[src/hrms_pkg.sv]
package hrms_pkg;

  localparam int PixelCountBitsDef = 22;
  localparam int MaxFramesDef      = 16;
  localparam int HueWrap           = 180;
  localparam int LowFloor          = 2;
  localparam int HueBits           = 8;

  typedef struct packed {
    logic accum;
    logic clear_frame;
    logic start_frame;
    logic start_set;
  } hrms_cmd_t;

  typedef struct packed {
    logic frame_done;
    logic set_done;
  } hrms_sts_t;

endpackage

[src/hrms_if.sv]
interface hrms_in_if;
  logic       valid;
  logic       ready;
  logic [7:0] hue;
  logic       in_mask;
  logic       frame_end;
  logic       set_end;
  modport source (output valid, hue, in_mask, frame_end, set_end, input ready);
  modport sink (input valid, hue, in_mask, frame_end, set_end, output ready);
endinterface

interface hrms_out_if;
  logic       valid;
  logic       ready;
  logic [7:0] avg_hue_min;
  logic [7:0] avg_hue_max;
  modport source (output valid, avg_hue_min, avg_hue_max, input ready);
  modport sink (input valid, avg_hue_min, avg_hue_max, output ready);
endinterface

[src/hrms_ctrl.sv]
module hrms_ctrl (
  input  logic             clk,
  input  logic             rst_n,
  input  logic             in_valid,
  output logic             in_ready,
  input  logic             in_close,
  input  logic             in_set,
  input  logic             out_valid,
  input  logic             out_ready,
  input  hrms_pkg::hrms_sts_t sts,
  output hrms_pkg::hrms_cmd_t cmd,
  output logic             out_load
);
  import hrms_pkg::*;

  typedef enum logic [3:0] {
    S_RUN   = 4'b0001,
    S_FRAME = 4'b0010,
    S_SET   = 4'b0100,
    S_EMIT  = 4'b1000
  } state_t;

  state_t state_r, state_nxt;
  logic   set_r, set_nxt;
  logic   acc;

  assign in_ready = (state_r == S_RUN);
  assign acc      = in_valid && in_ready;

  always_comb begin
    state_nxt = state_r;
    set_nxt   = set_r;
    cmd       = '0;
    out_load  = 1'b0;
    case (state_r)
      S_RUN: begin
        if (acc) begin
          cmd.accum = 1'b1;
          if (in_close) begin
            cmd.start_frame = 1'b1;
            set_nxt   = in_set;
            state_nxt = S_FRAME;
          end
        end
      end
      S_FRAME: begin
        if (sts.frame_done) begin
          cmd.clear_frame = 1'b1;
          if (set_r) begin
            cmd.start_set = 1'b1;
            state_nxt = S_SET;
          end else begin
            state_nxt = S_RUN;
          end
        end
      end
      S_SET: begin
        if (sts.set_done) begin
          state_nxt = S_EMIT;
        end
      end
      S_EMIT: begin
        if (!out_valid || out_ready) begin
          out_load  = 1'b1;
          state_nxt = S_RUN;
        end
      end
      default: state_nxt = S_RUN;
    endcase
  end

  always_ff @(posedge clk) begin
    if (!rst_n) begin
      state_r <= S_RUN;
      set_r   <= 1'b0;
    end else begin
      state_r <= state_nxt;
      set_r   <= set_nxt;
    end
  end
endmodule

[src/hrms_dp.sv]
module hrms_dp #(
  parameter int PIXEL_COUNT_BITS = hrms_pkg::PixelCountBitsDef,
  parameter int MAX_FRAMES       = hrms_pkg::MaxFramesDef
) (
  input  logic                clk,
  input  logic                rst_n,
  input  logic [7:0]          hue,
  input  logic                in_mask,
  input  hrms_pkg::hrms_cmd_t cmd,
  output hrms_pkg::hrms_sts_t sts,
  output logic [7:0]          avg_min,
  output logic [7:0]          avg_max
);
  import hrms_pkg::*;

  localparam int NB  = PIXEL_COUNT_BITS;
  localparam int SB  = NB + 8;
  localparam int QB  = NB + 16;
  localparam int MB  = 16;
  localparam int VB  = 32;
  localparam int FB  = $clog2(MAX_FRAMES + 1);
  localparam int BB  = FB + 8;
  localparam int DNB = QB + 16;
  localparam int DCB = $clog2(DNB + 1);
  localparam int ACB = $clog2(BB + 1);

  localparam logic [NB-1:0] CountMax = {NB{1'b1}};
  localparam logic [FB-1:0] FrMax    = FB'(MAX_FRAMES);

  typedef enum logic [7:0] {
    P_IDLE = 8'b00000001,
    P_DM   = 8'b00000010,
    P_DQ   = 8'b00000100,
    P_SQ   = 8'b00001000,
    P_BND  = 8'b00010000,
    P_ADD  = 8'b00100000,
    P_AVL  = 8'b01000000,
    P_AVG  = 8'b10000000
  } phase_t;

  logic [NB-1:0]  n_r;
  logic [SB-1:0]  s_r;
  logic [QB-1:0]  q_r;
  logic [BB-1:0]  lsum_r, usum_r;
  logic [FB-1:0]  fc_r;
  phase_t         ph_r;

  logic [DNB-1:0] dnum_r;
  logic [NB:0]    drem_r;
  logic [DCB-1:0] dcnt_r;
  logic [MB-1:0]  mean_r;
  logic [VB-1:0]  msq_r;
  logic [VB-1:0]  var_r;
  logic [15:0]    sqres_r;
  logic [4:0]     scnt_r;
  logic [VB+1:0]  vrem_r;
  logic [8:0]     lo_r, hi_r;
  logic [BB-1:0]  an_r, bn_r;
  logic [BB:0]    ar_r, br_r;
  logic [ACB-1:0] acnt_r;
  logic [7:0]     amin_r, amax_r;

  logic           acc_en;
  logic [SB-1:0]  s_nxt;
  logic [NB:0]    dtrial;
  logic [VB-1:0]  m2;
  logic [VB-1:0]  sqres_w;
  logic [VB+1:0]  vtrial;
  logic [16:0]    dlo, shi;
  logic [8:0]     lo_t, hi_t;
  logic [BB:0]    at, bt;
  logic           a_ge, b_ge;
  logic [VB-1:0]  quot_w;

  assign acc_en  = cmd.accum && in_mask && (n_r != CountMax);
  assign s_nxt   = acc_en ? s_r + SB'(hue) : s_r;
  assign dtrial  = {drem_r[NB-1:0], dnum_r[DNB-1]};
  assign m2      = VB'(mean_r) * VB'(mean_r);
  assign quot_w  = VB'(dnum_r);
  assign sqres_w = VB'(sqres_r);
  assign vtrial  = {vrem_r[VB-1:0], var_r[VB-1 -: 2]} - {sqres_w, 2'b01};
  assign at      = {ar_r[BB-1:0], an_r[BB-1]};
  assign bt      = {br_r[BB-1:0], bn_r[BB-1]};
  assign a_ge    = (at >= (BB+1)'(fc_r));
  assign b_ge    = (bt >= (BB+1)'(fc_r));

  always_comb begin
    dlo  = {1'b0, mean_r} - {1'b0, sqres_r};
    shi  = {1'b0, mean_r} + {1'b0, sqres_r};
    if (dlo[16]) begin
      lo_t = 9'(9'd0 - 9'({1'b0, (17'd0 - dlo)} >> 8));
    end else begin
      lo_t = dlo[16:8];
    end
    hi_t = shi[16:8];
  end

  assign sts.frame_done = (ph_r == P_ADD);
  assign sts.set_done   = (ph_r == P_AVG) && (acnt_r == ACB'(1));
  assign avg_min        = amin_r;
  assign avg_max        = amax_r;

  always_ff @(posedge clk) begin
    if (!rst_n) begin
      n_r    <= '0;
      s_r    <= '0;
      q_r    <= '0;
      lsum_r <= '0;
      usum_r <= '0;
      fc_r   <= '0;
      ph_r   <= P_IDLE;
    end else begin
      if (cmd.clear_frame) begin
        n_r <= '0;
        s_r <= '0;
        q_r <= '0;
      end else if (acc_en) begin
        n_r <= n_r + 1'b1;
        s_r <= s_nxt;
        q_r <= q_r + QB'(16'(hue) * 16'(hue));
      end
      case (ph_r)
        P_IDLE: begin
          if (cmd.start_frame) begin
            dnum_r <= DNB'({s_nxt, 8'd0});
            drem_r <= '0;
            dcnt_r <= DCB'(DNB);
            ph_r   <= P_DM;
          end
        end
        P_DM, P_DQ: begin
          if (dcnt_r != '0) begin
            dcnt_r <= dcnt_r - 1'b1;
            if (n_r != '0 && dtrial >= {1'b0, n_r}) begin
              drem_r <= dtrial - {1'b0, n_r};
              dnum_r <= {dnum_r[DNB-2:0], 1'b1};
            end else begin
              drem_r <= dtrial;
              dnum_r <= {dnum_r[DNB-2:0], 1'b0};
            end
          end else if (ph_r == P_DM) begin
            mean_r <= (n_r == '0) ? '0 : quot_w[MB-1:0];
            dnum_r <= DNB'({q_r, 16'd0});
            drem_r <= '0;
            dcnt_r <= DCB'(DNB);
            ph_r   <= P_DQ;
          end else begin
            msq_r   <= (n_r == '0) ? '0 : quot_w;
            ph_r    <= P_SQ;
            scnt_r  <= 5'd17;
            sqres_r <= '0;
            vrem_r  <= '0;
          end
        end
        P_SQ: begin
          if (scnt_r == 5'd17) begin
            var_r  <= (msq_r > m2) ? msq_r - m2 : '0;
            scnt_r <= 5'd16;
          end else if (scnt_r != 5'd0) begin
            scnt_r <= scnt_r - 1'b1;
            var_r  <= {var_r[VB-3:0], 2'b00};
            if (!vtrial[VB+1]) begin
              vrem_r  <= vtrial;
              sqres_r <= {sqres_r[14:0], 1'b1};
            end else begin
              vrem_r  <= {vrem_r[VB-1:0], var_r[VB-1 -: 2]};
              sqres_r <= {sqres_r[14:0], 1'b0};
            end
          end else begin
            lo_r <= lo_t;
            hi_r <= hi_t;
            ph_r <= P_BND;
          end
        end
        P_BND: begin
          if (!lo_r[8] && lo_r <= 9'(LowFloor)) begin
            lo_r <= 9'(LowFloor);
          end else if (lo_r[8]) begin
            lo_r <= lo_r + 9'(HueWrap);
          end
          if (hi_r >= 9'(HueWrap)) begin
            hi_r <= hi_r - 9'(HueWrap);
          end
          ph_r <= P_ADD;
        end
        P_ADD: begin
          if (fc_r < FrMax) begin
            lsum_r <= lsum_r + BB'(lo_r[7:0]);
            usum_r <= usum_r + BB'(hi_r[7:0]);
            fc_r   <= fc_r + 1'b1;
          end
          ph_r <= cmd.start_set ? P_AVL : P_IDLE;
        end
        P_AVL: begin
          an_r   <= lsum_r;
          bn_r   <= usum_r;
          ar_r   <= '0;
          br_r   <= '0;
          acnt_r <= ACB'(BB);
          ph_r   <= P_AVG;
        end
        P_AVG: begin
          acnt_r <= acnt_r - 1'b1;
          if (a_ge) begin
            ar_r <= at - (BB+1)'(fc_r);
            an_r <= {an_r[BB-2:0], 1'b1};
          end else begin
            ar_r <= at;
            an_r <= {an_r[BB-2:0], 1'b0};
          end
          if (b_ge) begin
            br_r <= bt - (BB+1)'(fc_r);
            bn_r <= {bn_r[BB-2:0], 1'b1};
          end else begin
            br_r <= bt;
            bn_r <= {bn_r[BB-2:0], 1'b0};
          end
          if (acnt_r == ACB'(1)) begin
            amin_r <= {an_r[6:0], a_ge};
            amax_r <= {bn_r[6:0], b_ge};
            lsum_r <= '0;
            usum_r <= '0;
            fc_r   <= '0;
            ph_r   <= P_IDLE;
          end
        end
        default: ph_r <= P_IDLE;
      endcase
    end
  end
endmodule

[src/hue_range_from_masked_stats.sv]
// Hue range from masked statistics. Pixels are taken one a cycle while a frame runs.
// The beat that carries frame_end or set_end closes the frame: in_ready then stays low
// through two bit-serial divides, a bit-serial square root, bound folding and summing.
// On set_end in_ready stays low also while the bound averager runs, and longer while
// an earlier result beat still waits.
// One result beat follows each set_end.
module hue_range_from_masked_stats #(
  parameter int PIXEL_COUNT_BITS = hrms_pkg::PixelCountBitsDef,
  parameter int MAX_FRAMES       = hrms_pkg::MaxFramesDef
) (
  input logic       clk,
  input logic       rst_n,
  hrms_in_if.sink   in_ch,
  hrms_out_if.source out_ch
);
  import hrms_pkg::*;

  hrms_cmd_t  cmd;
  hrms_sts_t  sts;
  logic       out_load;
  logic       ov_r;
  logic [7:0] amin, amax;
  logic [7:0] omin_r, omax_r;

  hrms_ctrl u_ctrl (
    .clk      (clk),
    .rst_n    (rst_n),
    .in_valid (in_ch.valid),
    .in_ready (in_ch.ready),
    .in_close (in_ch.frame_end | in_ch.set_end),
    .in_set   (in_ch.set_end),
    .out_valid(ov_r),
    .out_ready(out_ch.ready),
    .sts      (sts),
    .cmd      (cmd),
    .out_load (out_load)
  );

  hrms_dp #(
    .PIXEL_COUNT_BITS(PIXEL_COUNT_BITS),
    .MAX_FRAMES      (MAX_FRAMES)
  ) u_dp (
    .clk    (clk),
    .rst_n  (rst_n),
    .hue    (in_ch.hue),
    .in_mask(in_ch.in_mask),
    .cmd    (cmd),
    .sts    (sts),
    .avg_min(amin),
    .avg_max(amax)
  );

  always_ff @(posedge clk) begin
    if (!rst_n) begin
      ov_r <= 1'b0;
    end else if (out_load) begin
      ov_r <= 1'b1;
    end else if (out_ch.ready) begin
      ov_r <= 1'b0;
    end
  end

  always_ff @(posedge clk) begin
    if (out_load) begin
      omin_r <= amin;
      omax_r <= amax;
    end
  end

  assign out_ch.valid       = ov_r;
  assign out_ch.avg_hue_min = omin_r;
  assign out_ch.avg_hue_max = omax_r;
endmodule

[src/flat_wrapper.sv]
// flat-port wrapper written by rule: the top's interface ports become plain ports
module hue_range_from_masked_stats_flat import hrms_pkg::*;
#(
  parameter int PIXEL_COUNT_BITS = hrms_pkg::PixelCountBitsDef,
  parameter int MAX_FRAMES       = hrms_pkg::MaxFramesDef
)
  (clk, rst_n, in_ch_valid, in_ch_hue, in_ch_in_mask, in_ch_frame_end, in_ch_set_end, in_ch_ready, out_ch_valid, out_ch_avg_hue_min, out_ch_avg_hue_max, out_ch_ready);
  hrms_in_if in_ch_i ();
  hrms_out_if out_ch_i ();
  input logic clk;
  input logic rst_n;
  input wire logic [$bits(in_ch_i.valid)-1:0] in_ch_valid;
  input wire logic [$bits(in_ch_i.hue)-1:0] in_ch_hue;
  input wire logic [$bits(in_ch_i.in_mask)-1:0] in_ch_in_mask;
  input wire logic [$bits(in_ch_i.frame_end)-1:0] in_ch_frame_end;
  input wire logic [$bits(in_ch_i.set_end)-1:0] in_ch_set_end;
  output wire logic [$bits(in_ch_i.ready)-1:0] in_ch_ready;
  output wire logic [$bits(out_ch_i.valid)-1:0] out_ch_valid;
  output wire logic [$bits(out_ch_i.avg_hue_min)-1:0] out_ch_avg_hue_min;
  output wire logic [$bits(out_ch_i.avg_hue_max)-1:0] out_ch_avg_hue_max;
  input wire logic [$bits(out_ch_i.ready)-1:0] out_ch_ready;
  assign in_ch_i.valid = in_ch_valid;
  assign in_ch_i.hue = in_ch_hue;
  assign in_ch_i.in_mask = in_ch_in_mask;
  assign in_ch_i.frame_end = in_ch_frame_end;
  assign in_ch_i.set_end = in_ch_set_end;
  assign in_ch_ready = in_ch_i.ready;
  assign out_ch_valid = out_ch_i.valid;
  assign out_ch_avg_hue_min = out_ch_i.avg_hue_min;
  assign out_ch_avg_hue_max = out_ch_i.avg_hue_max;
  assign out_ch_i.ready = out_ch_ready;
  hue_range_from_masked_stats #(.PIXEL_COUNT_BITS(PIXEL_COUNT_BITS), .MAX_FRAMES(MAX_FRAMES)) u_core (.clk(clk), .rst_n(rst_n), .in_ch(in_ch_i), .out_ch(out_ch_i));
endmodule
[config.mk]
export PLATFORM = sky130hd
export DESIGN_NAME = hue_range_from_masked_stats_flat
export DESIGN_NICKNAME = d
export VERILOG_FILES = /design/src/hrms_pkg.sv /design/src/hrms_if.sv /design/src/hrms_ctrl.sv /design/src/hrms_dp.sv /design/src/hue_range_from_masked_stats.sv /design/src/flat_wrapper.sv
export SDC_FILE = /design/constraint.sdc
export NUM_CORES = 2
export LEC_CHECK = 0
export BUFFER_PORTS_ARGS = -buffer_cell sky130_fd_sc_hd__clkbuf_2
export CORE_UTILIZATION = 60
export CTS_CLUSTER_DIAMETER = 40
export DETAILED_ROUTE_END_ITERATION = 8
export PLACE_DENSITY = 0.81
export SETUP_SLACK_MARGIN = 0.4
export SLEW_MARGIN = 20
export SYNTH_ARGS = -nofsm -noshare
export SYNTH_HDL_FRONTEND = slang
export SYNTH_HIERARCHICAL = 1
export SYNTH_SLANG_ARGS = --single-unit
[constraint.sdc]
create_clock -name clk -period 10.89 [get_ports clk]
set_input_delay 3.267 -clock clk [delete_from_list [all_inputs] [get_ports clk]]
set_output_delay 3.267 -clock clk [all_outputs]
set_load 0.02 [all_outputs]
Word level (Yosys, flattened, before mapping). Index checks and enable logic that the tools add are counted. W data, S select, Z words.

$add $sub $neg: 20. Multipliers: 2. Div/mod/pow operators: 0. Order comparisons: 7. Equal/unequal tests: 32. Shifts and indexed selects: 0. Multiplexer cells: 91. Bitwise gates (word level): 4. Reduce and logical (&&, ||, !) cells: 37.

Operator list (count): $mux W32 (8); $mux W54 (3); $pmux W13 S2 (6); $pmux W54 S2 (1); $mux W22 (4); $mux W9 (8); $mux W13 (5); $mux W16 (4); $pmux W32 S2 (1); $pmux W8 S7 (1); $pmux W22 S2 (1); $mux W8 (5); $add A38 B16 Y38 (1); $pmux W9 S2 (2); $sub A34 B18 Y34 (1); $gt A32 B32 Y1 (1); $mul A16 B16 Y32 (1); $pmux W16 S2 (1); $sub A32 B32 Y32 (1); $add A30 B8 Y30 (1); $mux W30 (1); $mux W5 (6); $ge A14 B5 Y1 (2); $add A13 B8 Y13 (2); 60 further kinds (126).

Register bits: 456. Latch bits: 0. RAM bits: 0. ROM bits: 0. Output and inout port bits: 18. Memories kept: 0.

Longest topological paths before layout.
Depth after elaboration: 9. Gate-level depth with buffers: 35.

Cells and area by module. The synthesis kept the hierarchy.

By module, submodules not included: hrms_dp (instances 1, cells an instance 3653, area an instance 34406.7 µm², seq. area each 11741.3 µm²); hue_range_from_masked_stats (instances 1, cells an instance 20, area an instance 528.0 µm², seq. area each 500.5 µm²); hrms_ctrl (instances 1, cells an instance 37, area an instance 340.3 µm², seq. area each 100.1 µm²).

Worst setup path after synthesis. OpenSTA, ideal clock, no wires.

Path type: input-to-reg. Start: input port in_ch_set_end. End: register u_core.u_dp.dcnt_r[0] (enable). Setup time: 0.623 ns. Arrival time: 9.333 ns. Data required time: 10.267 ns. Setup slack: 0.934 ns. Stages: 4. Path buffers: 0. Cell sequence: or2_1 -> and3_1 -> o21ai_0 -> nor3_1.

RTL lines: start, declared (line flat_wrapper.sv:16) `input wire logic [$bits(in_ch_i.set_end)-1:0] in_ch_set_end;`; end signal, assigned (line hrms_dp.sv:127) `dcnt_r <= DCB'(DNB);`; end signal, assigned (line hrms_dp.sv:133) `dcnt_r <= dcnt_r - 1'b1;`; end signal, assigned (line hrms_dp.sv:145) `dcnt_r <= DCB'(DNB);`; end, declared (line hrms_dp.sv:50) `logic [DCB-1:0] dcnt_r;`.

Worst setup path in the final report.
Start: register u_core.u_dp.mean_r[1]. End: register u_core.u_dp.var_r[31] (data pin).

Word-level cells in the longest chain between the ends: 4.

RTL lines: start, declared (line hrms_dp.sv:51) `logic [MB-1:0] mean_r;`; start signal, assigned (line hrms_dp.sv:142) `mean_r <= (n_r == '0) ? '0 : quot_w[MB-1:0];`; $mul A16 B16 Y32 * (line hrms_dp.sv:78) `assign m2 = VB'(mean_r) * VB'(mean_r);`; $sub A32 B32 Y32 or $gt A32 B32 Y1 (tied branches) (line hrms_dp.sv:157) `var_r <= (msq_r > m2) ? msq_r - m2 : '0;`; $mux W32 * (line hrms_dp.sv:157); $mux W32 * (line hrms_dp.sv:156) `if (scnt_r == 5'd17) begin`; end signal, assigned (line hrms_dp.sv:157); end signal, assigned (line hrms_dp.sv:161) `var_r <= {var_r[VB-3:0], 2'b00};`; end, declared (line hrms_dp.sv:53) `logic [VB-1:0] var_r;`.

Every way passes the cells marked *; elsewhere a longest branch is shown, timed or not. A chain may end at the register's enable or synchronous reset.

==> results.sh <==
export IMPL_hold_viol_final=0
export IMPL_max_freq_ghz=0.1113
export IMPL_die_x_um=244.5
export IMPL_final_layout_size_suffix_gt1_share_pct=6.885
export IMPL_setup_fix_buffers_added_after_clock_tree_synthesis=0
export IMPL_drt_vias_per_instance=5.902
export IMPL_power_per_cell_area_nw_per_um2=151.5
export IMPL_rsz0062_at_grt="no"
export IMPL_run_status="completed"
export IMPL_detail_route_first_pass_iterations=5
export IMPL_totalNegativeSetupSlack_ps=0
export IMPL_globalRouteTotalUtil_pct=27.36
export IMPL_required_ps=11230
export IMPL_timing_critical_path_arrival_ps=9330
export IMPL_syn_cell_area_um2=35280
export IMPL_finalMaxSlewViolations=0
export IMPL_synth_area_in_compound_gates_pct=11.97
export IMPL_r2r_end="u_core/u_dp/var_r[31]"
export IMPL_path_max_fanout=34
export IMPL_ys_async_sr_fraction_pct=0
export IMPL_setup_worst_path_start_class="flop"
export IMPL_r2r_start="u_core/u_dp/mean_r[1]"
export IMPL_fp_row_count=88
export IMPL_place_detailed_hpwl_um=57180
export IMPL_critical_path_max_stage_delay_ps=750
export IMPL_synth_yosys_warnings=6
export IMPL_synth_net_count=4228
export IMPL_slew_headroom_pct=28.00
export IMPL_routedWlPerCell_um=17.57
export IMPL_cp_common_cell="fa_1"
export IMPL_irDropWorstVdd_uv=228.8
export IMPL_criticalPathCategory="reg -> reg"
export IMPL_antennaDiodeCount=0
export IMPL_finalNetCount=4245
export IMPL_vias=26890
export IMPL_grt_pass1_wl_um=133300
export IMPL_yosysSeqAreaShare_pct=34.99
export IMPL_wl_um=80050
export IMPL_synth_area_mux_share_pct=1.029
export IMPL_cpMaxStageDelayCell="edfxtp_1"
export IMPL_count_of_buffers_inserted_at_the_top_level_ports=32
export IMPL_globalRouteOverflowTotal=0
export IMPL_area_growth_pct=10.44
export IMPL_min_delay_path_class="reg -> reg"
export IMPL_fin_skew_ps=38.80
export IMPL_die_h_um=244.5
export IMPL_numCtsBuffers=76
export IMPL_synth_ff_type="edfxtp_1"
export IMPL_reg2reg_slack_ps=1900
export IMPL_synth_simple_area_share_pct=17.51
export IMPL_cts_sinks=456
export IMPL_synth_area_per_cell_um2=9.508
export IMPL_min_period_over_period_pct=82.51
export IMPL_clock_tree_root_cell="clkbuf_16"
export IMPL_cts_tree="done"
export IMPL_total_leakage_power_nw=16.57
export IMPL_largest_net_degree_at_the_start_of_global_routing=84
export IMPL_total_power_w=0.005900
export IMPL_fin_crit_ps=8985
export IMPL_dieArea_um2=59770
export IMPL_synth_cell_types=104
export IMPL_via_count_of_the_first_global_routing_pass=26960
export IMPL_timing_critical_path_to="u_core/u_dp/var_r[31]"
export IMPL_clk_transition_reported_paths_ps=60
export IMPL_post_synth_fa_ha_maj_area_fraction_pct=22.23
export IMPL_synth_xor_xnor_area_share_pct=6.434
export IMPL_worst_pin_slew_ps=1073
export IMPL_antenna_violations_before_repair=0
export IMPL_placeableCoreArea_um2=57920
export IMPL_antenna_left=0
export IMPL_post_synth_edffs=321
export IMPL_drc_errors=0
export IMPL_synth_top_family_by_area="adder cells"
export IMPL_synthCells=3710
export IMPL_yosys_register_bits=456
export IMPL_finalWeightedCongestion=0.9285
export IMPL_ctsLongestPathBuffers=3
export IMPL_postCtsHoldBufs=0
export IMPL_cts_max_level=3
export IMPL_io_pins=33
export IMPL_end_kind="flop"
export IMPL_timing_critical_path_from="u_core/u_dp/mean_r[1]"
export IMPL_maxCapViolations=0
export IMPL_reg2reg_depth=30
export IMPL_setup_violations_final=0
export IMPL_dr_first_iter_drc_count=2078
export IMPL_clkLatencyLatePin_ps=620
export IMPL_floorplan_initialDensity_pct=60.91
export IMPL_cts_resized_gates=0
-- layer usage --
metal  vias up  routed length, um  track usage [%]
met5         -                  0                0
met4         0               2174            9.430
met3       157               5435            4.598
met2       933              37480            44.51
met1     13020              34960            37.01
li1      12780                  -                -
-- worst min path at each step --
stage                                               to  slack (ps)                    from  cells after the start
after floorplan           u_core/out_ch.avg_hue_max[0]         400  u_core/u_dp/avg_max[0]                      0
after global placement    u_core/out_ch.avg_hue_min[6]         400  u_core/u_dp/avg_min[6]                      0
after detailed placement  u_core/out_ch.avg_hue_min[1]         400  u_core/u_dp/avg_min[1]                      0
after CTS                 u_core/out_ch.avg_hue_min[2]         410  u_core/u_dp/avg_min[2]                      0
after global routing      u_core/out_ch.avg_hue_min[5]         420  u_core/u_dp/avg_min[5]                      0
final                     u_core/out_ch.avg_hue_min[2]         410  u_core/u_dp/avg_min[2]                      0
-- cells by family after synthesis --
group           Yosys count
compound gates          646
xor+xnor                257
fa+ha+maj               503
buf+inv                 540
flops                   456
mux                      36
simple gates           1272
-- area by class of cell --
type | instances | area [um2]
Clock inverter | 52 | 699.4
Timing Repair Buffer | 56 | 340.3
Multi-Input combinational cell | 2714 | 20930
Clock buffer | 90 | 2102
Tap cell | 765 | 957.2
Fill cell | 4382 | 18960
Inverter | 423 | 1588
Sequential cell | 456 | 12340
-- sequential cells by signal, summed over array words and instances (netlist names), 22 cells and up --
register	flops
u_core/u_dp/n_r	22
u_core/u_dp/drem_r	22
u_core/u_dp/var_r	32
u_core/u_dp/q_r	38
u_core/u_dp/dnum_r	54
u_core/u_dp/msq_r	32
u_core/u_dp/s_r	30
u_core/u_dp/vrem_r	32
-- layout by cell type, fill, tap and decap left out, types with 11 or more instances in the layout --
cell type and n:
o22ai_1 11, ha_1 297, a21oi_1 219, or2_2 14, buf_4 24, o21a_1 20
nor3_1 57, xor2_1 66, o21ai_1 14, inv_1 419, nand2b_1 26, xnor2_1 190
a22o_1 29, nand2_1 424, and3_1 62, a211oi_1 32, edfxtp_1 321, o31ai_1 11
a21o_1 53, fa_1 206, nor2_1 287, dfxtp_1 135, o21ai_0 102, nand3_1 79
nor4_1 23, clkbuf_16 82, nand4_1 38, o211ai_1 14, mux2i_1 34, and2_1 77
or3_1 25, a2111oi_0 11, a22oi_1 13, clkbuf_2 32, a31oi_1 15, o21bai_1 14
bufinv_16 11, nor2b_1 84
-- synthesized netlist by cell type, drive strengths merged, types with 11 or more instances --
| cell type | instances | area share [%] |
|---|---|---|
| a31oi | 15 | 0.27 |
| dfxtp | 135 | 7.7 |
| o31ai | 15 | 0.40 |
| nor2 | 289 | 3.1 |
| ha | 297 | 11 |
| a2111oi | 13 | 0.39 |
| fa | 206 | 12 |
| nand2 | 427 | 4.6 |
| a22oi | 13 | 0.28 |
| and2 | 78 | 1.4 |
| xor2 | 66 | 1.6 |
| o21a | 20 | 0.43 |
| mux2i | 34 | 0.96 |
| clkbuf | 98 | 1.0 |
| o21bai | 14 | 0.30 |
| xnor2 | 191 | 4.8 |
| and3 | 62 | 1.1 |
| nand2b | 27 | 0.48 |
| or3 | 27 | 0.50 |
| nor4 | 25 | 0.48 |
| buf | 18 | 0.27 |
| a21o | 53 | 1.1 |
| nand3 | 80 | 1.1 |
| a211oi | 34 | 0.75 |
| a22o | 29 | 0.72 |
| o211ai | 14 | 0.30 |
| inv | 422 | 4.5 |
| nand4 | 38 | 0.67 |
| o22ai | 12 | 0.23 |
| edfxtp | 321 | 27 |
| a21oi | 222 | 3.2 |
| or2 | 18 | 0.32 |
| a31o | 11 | 0.27 |
| nor3 | 58 | 0.82 |
| nor2b | 86 | 1.5 |
| or4 | 13 | 0.30 |
| nor3b | 11 | 0.25 |
| o21ai | 117 | 1.7 |
-- critical path, delay by kind of cell (launching register included) --
kind | cells | cell delay [ps]
simple gates | 3 | 760
compound gates | 16 | 3150
buf+inv | 4 | 840
fa+ha+maj | 7 | 3240
flops | 1 | 750
-- metrics by stage --
| step | utilization (%) | cell area [um2] | hold WS [ps] | std cells | setup slack, ps |
|---|---|---|---|---|---|
| floorplan | - | 35280 | 400.3 | 3710 | 934.5 |
| global placement | 62.41 | 36140 | 402.4 | 4414 | 2127 |
| detailed placement | 62.42 | 36150 | 404.5 | 4414 | 1966 |
| CTS | 67.26 | 38950 | 408.9 | 4556 | 1933 |
| global route | 67.27 | 38960 | 416.0 | 4556 | 1250 |
| finish | 67.27 | 38960 | 407.7 | 4556 | 1905 |
-- report_power, final --
group | internal, W | switching [W] | total [W]
registers | 0.00203 | 0.0000820 | 0.00211
logic | 0.000475 | 0.000721 | 0.00120
clock network | 0.00167 | 0.000920 | 0.00259
Note: power is estimated with default switching activity, not from simulation.
